## src/rtl/core/sorted_wakeup_queue_defines.svh

```systemverilog
// Assertion macros shared by the sorted wake-up queue RTL.
// Expects signals named aclk and aresetn in the including module.
`ifndef SORTED_WAKEUP_QUEUE_DEFINES_SVH
`define SORTED_WAKEUP_QUEUE_DEFINES_SVH

// Same-cycle implication, disabled while in reset
`define SWQ_ASSERT_IMP(name, ante, cons, msg) \
    name: assert property (@(posedge aclk) disable iff (!aresetn) (ante) |-> (cons)) \
        else $error(msg);

// Next-cycle implication, disabled while in reset
`define SWQ_ASSERT_NEXT(name, ante, cons, msg) \
    name: assert property (@(posedge aclk) disable iff (!aresetn) (ante) |=> (cons)) \
        else $error(msg);

`endif

```

## src/rtl/core/swq_pkg.sv

```systemverilog
// Package for the sorted wake-up queue: result kinds, operation codes,
// sequencer states and shared structs. No dependencies.
`timescale 1ns / 1ps

package swq_pkg;

    // Operation carried by a request
    localparam logic OP_INSERT = 1'b0;
    localparam logic OP_TICK   = 1'b1;

    // Maximum entries woken by one tick request
    localparam int MAX_POPS = 16;
    localparam int POP_W    = $clog2(MAX_POPS + 1);

    typedef enum logic [1:0] {
        KIND_ACCEPTED = 2'd0,
        KIND_FULL     = 2'd1,
        KIND_WOKEN    = 2'd2,
        KIND_NONE     = 2'd3
    } kind_t;

    typedef enum logic [2:0] {
        ST_IDLE,
        ST_INS_CMP,
        ST_INS_PUT,
        ST_RESP,
        ST_TK_CMP,
        ST_TK_LAST
    } state_t;

    // One stored queue entry
    typedef struct packed {
        logic [63:0] wake_time;
        logic [7:0]  task_id;
    } swq_entry_t;

    // Result offered by the sequencer to the output register
    typedef struct packed {
        logic       valid;
        kind_t      kind;
        logic [7:0] task_id;
        logic       last;
    } swq_res_t;

endpackage

```

## src/rtl/core/sorted_wakeup_queue.sv

```systemverilog
// Sorted wake-up queue: insert walks from the tail one entry per cycle, result
// registered in the output register; tick pops one entry per cycle while the output register is free.
// A request is taken only when the sequencer is idle; the shared compare sets the pace.
// Reset (aresetn low, synchronous) empties the queue; no clearing pass is needed.
`timescale 1ns / 1ps

module sorted_wakeup_queue #(
    parameter int QUEUE_DEPTH = 16
) (
    input  logic         aclk,
    input  logic         aresetn,
    input  logic         s_tvalid,
    output logic         s_tready,
    input  logic [135:0] s_tdata,   // task_id[7:0], wake_time[71:8], now_ticks[135:72]
    input  logic [0:0]   s_tuser,   // operation[0]
    output logic         m_tvalid,
    input  logic         m_tready,
    output logic [7:0]   m_tdata,   // woken_task[7:0]
    output logic [1:0]   m_tuser,   // kind[1:0]
    output logic         m_tlast
);
    import swq_pkg::*;

    swq_res_t   res;
    logic       out_free;
    logic       m_valid_reg;
    kind_t      m_kind_reg;
    logic [7:0] m_task_reg;
    logic       m_last_reg;

    swq_ctrl #(
        .QUEUE_DEPTH(QUEUE_DEPTH)
    ) u_ctrl (
        .aclk     (aclk),
        .aresetn  (aresetn),
        .in_valid (s_tvalid),
        .in_ready (s_tready),
        .in_op    (s_tuser[0]),
        .in_task  (s_tdata[7:0]),
        .in_wake  (s_tdata[71:8]),
        .in_now   (s_tdata[135:72]),
        .out_free (out_free),
        .res      (res)
    );

    // Output register: loads whenever it is empty or being drained
    assign out_free = !m_valid_reg || m_tready;

    always_ff @(posedge aclk) begin
        if (!aresetn) begin
            m_valid_reg <= 1'b0;
        end else if (out_free) begin
            m_valid_reg <= res.valid;
        end
    end

    always_ff @(posedge aclk) begin
        if (out_free && res.valid) begin
            m_kind_reg <= res.kind;
            m_task_reg <= res.task_id;
            m_last_reg <= res.last;
        end
    end

    assign m_tvalid = m_valid_reg;
    assign m_tdata  = m_task_reg;
    assign m_tuser  = m_kind_reg;
    assign m_tlast  = m_last_reg;

endmodule

```

## src/rtl/core/swq_store.sv

```systemverilog
// Entry memory of the sorted wake-up queue: one write port, one read port
// with registered read data. Depends on swq_pkg.
`timescale 1ns / 1ps

module swq_store #(
    parameter int QUEUE_DEPTH = 16
) (
    input  logic                                             aclk,
    input  logic                                             wr_en,
    input  logic [((QUEUE_DEPTH > 1) ? $clog2(QUEUE_DEPTH) : 1)-1:0] wr_addr,
    input  swq_pkg::swq_entry_t                              wr_data,
    input  logic                                             rd_en,
    input  logic [((QUEUE_DEPTH > 1) ? $clog2(QUEUE_DEPTH) : 1)-1:0] rd_addr,
    output swq_pkg::swq_entry_t                              rd_data
);
    import swq_pkg::*;

    swq_entry_t mem [QUEUE_DEPTH];
    swq_entry_t rd_data_reg;

    // Write port and registered read port
    always_ff @(posedge aclk) begin
        if (wr_en) begin
            mem[wr_addr] <= wr_data;
        end
        if (rd_en) begin
            rd_data_reg <= mem[rd_addr];
        end
    end

    assign rd_data = rd_data_reg;

endmodule

```

## src/rtl/core/swq_ctrl.sv

```systemverilog
// Sequencer of the sorted wake-up queue: ring pointers, one shared 64-bit
// compare, insertion walk and expiry pops. Depends on swq_pkg, swq_store and sorted_wakeup_queue_defines.svh.
`timescale 1ns / 1ps
`include "sorted_wakeup_queue_defines.svh"

module swq_ctrl #(
    parameter int QUEUE_DEPTH = 16
) (
    input  logic                aclk,
    input  logic                aresetn,
    input  logic                in_valid,
    output logic                in_ready,
    input  logic                in_op,
    input  logic [7:0]          in_task,
    input  logic [63:0]         in_wake,
    input  logic [63:0]         in_now,
    input  logic                out_free,
    output swq_pkg::swq_res_t   res
);
    import swq_pkg::*;

    localparam int IDX_W = (QUEUE_DEPTH > 1) ? $clog2(QUEUE_DEPTH) : 1;
    localparam int CNT_W = $clog2(QUEUE_DEPTH + 1);
    localparam logic [CNT_W-1:0] DEPTH_C  = CNT_W'(QUEUE_DEPTH);
    localparam logic [IDX_W:0]   DEPTH_X  = (IDX_W + 1)'(QUEUE_DEPTH);
    localparam logic [IDX_W-1:0] LAST_IDX = IDX_W'(QUEUE_DEPTH - 1);

    // Logical queue position to ring slot
    function automatic logic [IDX_W-1:0] phys_addr(input logic [IDX_W-1:0] base,
                                                   input logic [IDX_W-1:0] off);
        logic [IDX_W:0] sum;
        sum = {1'b0, base} + {1'b0, off};
        if (sum >= DEPTH_X) begin
            sum = sum - DEPTH_X;
        end
        return sum[IDX_W-1:0];
    endfunction

    state_t           state_reg, state_next;
    logic [IDX_W-1:0] head_reg, head_next;
    logic [CNT_W-1:0] count_reg, count_next;
    logic [IDX_W-1:0] pos_reg, pos_next;
    logic [POP_W-1:0] pops_reg, pops_next;
    logic             pend_valid_reg, pend_valid_next;
    logic [7:0]       pend_task_reg, pend_task_next;
    kind_t            kind_reg, kind_next;
    logic [7:0]       task_reg, task_next;
    logic [63:0]      wake_reg, wake_next;
    logic [63:0]      now_reg, now_next;

    logic             wr_en;
    logic [IDX_W-1:0] wr_addr;
    swq_entry_t       wr_data;
    logic             rd_en;
    logic [IDX_W-1:0] rd_addr;
    swq_entry_t       rd_data;

    logic [63:0]      cmp_b;
    logic             cmp_le;
    logic [IDX_W-1:0] head_inc;

    swq_store #(
        .QUEUE_DEPTH(QUEUE_DEPTH)
    ) u_store (
        .aclk    (aclk),
        .wr_en   (wr_en),
        .wr_addr (wr_addr),
        .wr_data (wr_data),
        .rd_en   (rd_en),
        .rd_addr (rd_addr),
        .rd_data (rd_data)
    );

    // Shared compare: stored wake time against new wake time or current tick
    assign cmp_b    = (state_reg == ST_TK_CMP) ? now_reg : wake_reg;
    assign cmp_le   = (rd_data.wake_time <= cmp_b);
    assign head_inc = (head_reg == LAST_IDX) ? '0 : head_reg + IDX_W'(1);

    // Control registers
    always_ff @(posedge aclk) begin
        if (!aresetn) begin
            state_reg      <= ST_IDLE;
            head_reg       <= '0;
            count_reg      <= '0;
            pops_reg       <= '0;
            pend_valid_reg <= 1'b0;
        end else begin
            state_reg      <= state_next;
            head_reg       <= head_next;
            count_reg      <= count_next;
            pops_reg       <= pops_next;
            pend_valid_reg <= pend_valid_next;
        end
    end

    // Payload registers
    always_ff @(posedge aclk) begin
        pos_reg       <= pos_next;
        pend_task_reg <= pend_task_next;
        kind_reg      <= kind_next;
        task_reg      <= task_next;
        wake_reg      <= wake_next;
        now_reg       <= now_next;
    end

    // Sequencer
    always_comb begin
        state_next      = state_reg;
        head_next       = head_reg;
        count_next      = count_reg;
        pos_next        = pos_reg;
        pops_next       = pops_reg;
        pend_valid_next = pend_valid_reg;
        pend_task_next  = pend_task_reg;
        kind_next       = kind_reg;
        task_next       = task_reg;
        wake_next       = wake_reg;
        now_next        = now_reg;
        in_ready        = 1'b0;
        wr_en           = 1'b0;
        wr_addr         = phys_addr(head_reg, pos_reg);
        wr_data.wake_time = wake_reg;
        wr_data.task_id   = task_reg;
        rd_en           = 1'b0;
        rd_addr         = head_reg;
        res             = '0;

        unique case (state_reg)
            ST_IDLE: begin
                in_ready = 1'b1;
                if (in_valid) begin
                    task_next       = in_task;
                    wake_next       = in_wake;
                    now_next        = in_now;
                    pops_next       = '0;
                    pend_valid_next = 1'b0;
                    if (in_op == OP_INSERT) begin
                        if (count_reg == DEPTH_C) begin
                            kind_next  = KIND_FULL;
                            state_next = ST_RESP;
                        end else if (count_reg == '0) begin
                            // empty queue: new entry goes straight to the head
                            wr_en             = 1'b1;
                            wr_addr           = head_reg;
                            wr_data.wake_time = in_wake;
                            wr_data.task_id   = in_task;
                            count_next        = count_reg + CNT_W'(1);
                            kind_next         = KIND_ACCEPTED;
                            state_next        = ST_RESP;
                        end else begin
                            // hole at the tail, walk backwards from the last entry
                            pos_next   = count_reg[IDX_W-1:0];
                            rd_en      = 1'b1;
                            rd_addr    = phys_addr(head_reg,
                                                   count_reg[IDX_W-1:0] - IDX_W'(1));
                            state_next = ST_INS_CMP;
                        end
                    end else begin
                        if (count_reg == '0) begin
                            kind_next  = KIND_NONE;
                            state_next = ST_RESP;
                        end else begin
                            rd_en      = 1'b1;
                            rd_addr    = head_reg;
                            state_next = ST_TK_CMP;
                        end
                    end
                end
            end

            ST_INS_CMP: begin
                wr_en = 1'b1;
                if (cmp_le) begin
                    // entry before the hole is not later: new entry fills the hole
                    count_next = count_reg + CNT_W'(1);
                    kind_next  = KIND_ACCEPTED;
                    state_next = ST_RESP;
                end else begin
                    // move the later entry up into the hole
                    wr_data  = rd_data;
                    pos_next = pos_reg - IDX_W'(1);
                    if (pos_reg == IDX_W'(1)) begin
                        state_next = ST_INS_PUT;
                    end else begin
                        rd_en   = 1'b1;
                        rd_addr = phys_addr(head_reg, pos_reg - IDX_W'(2));
                    end
                end
            end

            ST_INS_PUT: begin
                wr_en      = 1'b1;
                count_next = count_reg + CNT_W'(1);
                kind_next  = KIND_ACCEPTED;
                state_next = ST_RESP;
            end

            ST_RESP: begin
                res.valid = 1'b1;
                res.kind  = kind_reg;
                res.last  = 1'b1;
                if (out_free) begin
                    state_next = ST_IDLE;
                end
            end

            ST_TK_CMP: begin
                if (out_free) begin
                    if (cmp_le) begin
                        // head expired: pop it, release the previous pop as non-last
                        head_next  = head_inc;
                        count_next = count_reg - CNT_W'(1);
                        pops_next  = pops_reg + POP_W'(1);
                        if (pend_valid_reg) begin
                            res.valid   = 1'b1;
                            res.kind    = KIND_WOKEN;
                            res.task_id = pend_task_reg;
                        end
                        pend_valid_next = 1'b1;
                        pend_task_next  = rd_data.task_id;
                        if (count_reg != CNT_W'(1) && pops_reg != POP_W'(MAX_POPS - 1)) begin
                            rd_en   = 1'b1;
                            rd_addr = head_inc;
                        end else begin
                            state_next = ST_TK_LAST;
                        end
                    end else begin
                        // head not due: close the run
                        res.valid = 1'b1;
                        res.last  = 1'b1;
                        if (pend_valid_reg) begin
                            res.kind    = KIND_WOKEN;
                            res.task_id = pend_task_reg;
                        end else begin
                            res.kind = KIND_NONE;
                        end
                        state_next = ST_IDLE;
                    end
                end
            end

            ST_TK_LAST: begin
                res.valid   = 1'b1;
                res.kind    = KIND_WOKEN;
                res.task_id = pend_task_reg;
                res.last    = 1'b1;
                if (out_free) begin
                    state_next = ST_IDLE;
                end
            end

            default: begin
                state_next = ST_IDLE;
            end
        endcase
    end

    `SWQ_ASSERT_IMP(a_write_only_insert, wr_en, (state_reg == ST_IDLE || state_reg == ST_INS_CMP || state_reg == ST_INS_PUT), "store written outside an insert")
    `SWQ_ASSERT_IMP(a_tick_cmp_bounds, state_reg == ST_TK_CMP, (pops_reg < POP_W'(MAX_POPS) && count_reg != '0), "tick compare with empty queue or pop limit reached")
    `SWQ_ASSERT_NEXT(a_woken_not_last, (res.valid && res.kind == KIND_WOKEN && !res.last), (state_reg == ST_TK_CMP || state_reg == ST_TK_LAST), "non-last wake not followed by another wake")
    `SWQ_ASSERT_NEXT(a_full_keeps_count, (in_valid && in_ready && in_op == OP_INSERT && count_reg == DEPTH_C), $stable(count_reg), "insert into full queue changed the count")

endmodule
```

## config.mk

```make
export PLATFORM = sky130hd
export DESIGN_NAME = sorted_wakeup_queue
export DESIGN_NICKNAME = d
export VERILOG_FILES = /design/src/rtl/core/swq_pkg.sv /design/src/rtl/core/sorted_wakeup_queue.sv /design/src/rtl/core/swq_store.sv /design/src/rtl/core/swq_ctrl.sv
export VERILOG_INCLUDE_DIRS = /design/src /design/src/rtl/core
export SDC_FILE = /design/constraint.sdc
export NUM_CORES = 2
export LEC_CHECK = 0
export BUFFER_PORTS_ARGS = -buffer_cell sky130_fd_sc_hd__buf_2
export CAP_MARGIN = 20
export CORE_MARGIN = 2
export CORE_UTILIZATION = 60
export CTS_CLUSTER_SIZE = 25
export DETAILED_ROUTE_END_ITERATION = 7
export PLACE_DENSITY = 0.77
export SLEW_MARGIN = 25
export SYNTH_ARGS = -nofsm -noshare
export SYNTH_HDL_FRONTEND = slang
export SYNTH_SLANG_ARGS = --single-unit
```

## constraint.sdc

```tcl
create_clock -name aclk -period 16.3 [get_ports aclk]
set_input_delay 0.815 -clock aclk [delete_from_list [all_inputs] [get_ports aclk]]
set_output_delay 0.815 -clock aclk [all_outputs]
set_load 0.1 [all_outputs]
```

==> flow_summary_export.csv <==
group,metric,value,unit
drt,drc_errors,1,
timing,finalSetupViolCount,0,
worst_setup_path,cp_max_fo,64,
synthesis,syn_inst,3915,
synthesis,synth_fp_nets,4141,
timing,slew_headroom,0.163,
synthesis,syn_avg_cell_area,14.7,um^2
clock_tree,clk_pin_slew,60,ps
timing,period_needed,8870,ps
place,globalplace.congestion,0.911,
worst_setup_path,critPathTopFamily,"simple AND/OR/NAND/NOR gates",
synthesis,seq_area_frac_synth,0.727,
drt,wire_per_inst,29.3,um
synthesis,synth.largest_area_cell,"edfxtp_1",
synthesis,syn_area,0.0577,mm^2
timing,slew_violations,0,
final_layout,final_area,0.0639,mm^2
final_layout,largest_reg_flops,1152,
timing,hold_violations,0,
drt,drtPass1Iterations,8,
synthesis,synth_most_common_cell,"edfxtp_1",
place,dp.final_hpwl,79300,um
drt,drt_iter0_drc,6459,
synthesis,ys_types,67,
power_and_ir_drop,ir_worst_vdd,0.155,mV
place,portBuffers,153,
synthesis,ys_ff_latch,1404,
worst_setup_path,slowest_delay,910,ps
worst_hold_path,hold_path_end,"u_ctrl.now_reg[11]",
final_layout,area_growth_syn_to_layout,10.7,%
grt,grt-ovfl-total,0,
worst_setup_path,r2r_start,"u_ctrl.state_reg[2]",
power_and_ir_drop,pwr-share-comb,0.326,
clock_tree,cts_made_buffers,140,
worst_setup_path,worstPathCellList,"nand2_4 > buf_4 > mux2i_1 > ha_1 > nand4_1 > nor4_4 > nand2_1 > a31oi_1 > nor4_4 > o21ai_0 > nand3_4 > nor2_4 > buf_4 > buf_4 > a21oi_1 > a22oi_1 > a221o_1",
status,status,"complete, but fails checks",
clock_tree,cts.sinks,1404,
worst_hold_path,hold_class,"primary input to flip-flop",
clock_tree,clk-insertion-delay-late,760,ps
drt,viasPerCell,7.11,
worst_setup_path,timing.rr.end,"u_ctrl.u_store.rd_data[32]",
worst_setup_path,crit_path_frequent_cell,"buf_4",
power_and_ir_drop,p_sw_frac,0.356,
synthesis,netlist_top_cells_count,"edfxtp_1, nand2_1, a21oi_1, clkbuf_1, o21ai_0",
power_and_ir_drop,leakage,0.0214,uW
clock_tree,clock-root-buffer,"clkbuf_16",
floorplanning,coreArea,0.0952,mm^2
worst_setup_path,critical_path_arrival,9470,ps
worst_setup_path,r2r_cells,17,
worst_setup_path,worstSetupPathType,"flip-flop to flip-flop",
drt,num_vias,37900,
power_and_ir_drop,p_sw,4520,uW
worst_setup_path,crit_path_top_delay_cell,"nor2_4",
synthesis,synth_edf_count,1385,
worst_hold_path,min_from,"s_tdata[83]",
timing,rsz0062_at_grt,"no",
status,violations,"DRC",
timing,finalWorstSetupSlack,7430,ps
worst_setup_path,rrSetupSlack,7430,ps
timing,finClkSkew,30.2,ps
floorplanning,io_pins,154,
drt,ant_nets,0,
worst_setup_path,startpoint_type,"flip-flop",
clock_tree,clockBufferDepth,3,
place,placed_cell_area,0.0594,mm^2
worst_setup_path,crit_required,16910,ps
worst_hold_path,hold_depth,1,
worst_setup_path,end_kind,"flip-flop",
clock_tree,postCtsHoldBufs,0,
timing,period_share,0.544,
grt,antenna_found_initial,3,
timing,fmaxAchievable,0.113,GHz
floorplanning,initial_core_util,0.607,
synthesis,synthDominantCellAreaShare,0.721,
run,max_cap_violations,0,
final_layout,final_nets,4184,
power_and_ir_drop,seq_power_share,0.426,
synthesis,yosysWarnings,0,
clock_tree,htreeDepth,4,
drt,routed_wl,156000,um
timing,whs,234,ps
clock_tree,cts_setup_buffers,0,
floorplanning,rows,113,
clock_tree,post_cts_resized,0,
floorplanning,die_h,314,um
final_layout,drive_above_1_share,0.115,
place,dp_slack,7370,ps
synthesis,ys_top_cells_by_area,"edfxtp_1, a21oi_1, nand2_1",
clock_tree,cts_tree,"built",
synthesis,ys_async_sr_fraction,0,
grt,grt_max_degree,187,
floorplanning,chipWidth,314,um
grt,grt_pass1_wl,231000,um
timing,worstMarginPinSlew,1260,ps
power_and_ir_drop,power.share.clock,0.248,
grt,grt_usage,0.313,
grt,grt_pass1_vias,36900,
timing,tns,0,ps
worst_setup_path,cp_num_buf_inv,3,
floorplanning,fp.dieArea,0.0987,mm^2
power_and_ir_drop,internal_power,8180,uW
synthesis,synthFlopType,"edfxtp_1",
power_and_ir_drop,powerDensity,199,mW/mm^2
power_and_ir_drop,total_power,12700,uW
## per-layer routing
metal,wire (um),global-route usage,share of wire,vias to the layer above
met5,13,0,0.000083,-
met4,7080,0.148,0.045,2
met3,19400,0.0649,0.12,462
met2,72700,0.484,0.47,2878
met1,57100,0.431,0.37,18700
li1,-,-,-,15800
## cell usage in the layout (no fill, tap or decap), types with 73 or more instances in the layout
master     netlist  routed
a311oi_1        73      73
ha_1            82      82
nand3_1         80      79
a21oi_1        343     343
a32o_1          74      74
a22oi_1        145     145
a211oi_1       146     146
edfxtp_1      1385    1385
a221o_1         73      73
buf_2          101     153
o21ai_0        171     170
inv_1           91      90
and3_1         148     147
clkbuf_16        0     142
nand2_1        348     347
## metrics by stage
step | utilization | instances
CTS | 0.671 | 5330
finish | 0.671 | 5333
detailed placement | 0.624 | 5079
global route | 0.671 | 5332
floorplan | - | 3915
global placement | 0.624 | 5079
## worst max path at each step
stage,from,end,slack (ps),cells past startpoint
2_1_floorplan,u_ctrl.state_reg[1],u_ctrl.u_store.rd_data[0],8680,5
3_3_place_gp,u_ctrl.state_reg[1],u_ctrl.u_store.rd_data[26],7540,18
3_5_place_dp,u_ctrl.state_reg[2],u_ctrl.u_store.rd_data[26],7370,17
4_1_cts,u_ctrl.state_reg[2],u_ctrl.u_store.rd_data[26],7350,16
5_1_grt,u_ctrl.state_reg[2],u_ctrl.u_store.rd_data[28],7100,17
6_report,u_ctrl.state_reg[2],u_ctrl.u_store.rd_data[32],7430,17
## worst reg2reg max path, cell delays in order (launching register included)
cell and delay (ps):
dfxtp_1 870, nand2_4 710, buf_4 520, mux2i_1 430
ha_1 230, nand4_1 140, nor4_4 550, nand2_1 280
a31oi_1 760, nor4_4 180, o21ai_0 420, nand3_4 620
nor2_4 920, buf_4 690, buf_4 760, a21oi_1 180
a22oi_1 300, a221o_1 180
## area by class of cell
type	instances	area, um^2
clock buffer	170	3660
inverter	94	358
sequential	1404	42000
timing repair buffer	220	1340
multi-input combinational	2098	14200
fill	6337	31300
antenna	1	2.50
tap	1265	1580
clock inverter	81	791
## kinds of logic after synthesis
family / after synthesis / synth area share
AO/OA/AOI/OAI: 1212 / 0.149
AND/OR/NAND/NOR: 714 / 0.0589
multiplexers: 67 / 0.0119
adder cells (fa/ha/maj): 85 / 0.0188
XOR/XNOR: 20 / 0.00304
buffers and inverters: 413 / 0.0315
flip-flops: 1404 / 0.727
## power groups by stage
stage | registers (uW) | logic (uW) | clock network (uW)
6_report | 5410 | 4130 | 3150
5_1_grt | 5440 | 4420 | 3310
4_1_cts | 5400 | 4040 | 3170
3_5_place_dp | 5460 | 4010 | 0
3_3_place_gp | 5450 | 3900 | 0
2_1_floorplan | 5430 | 2760 | 0
Note: power is estimated with default switching activity, not from simulation.
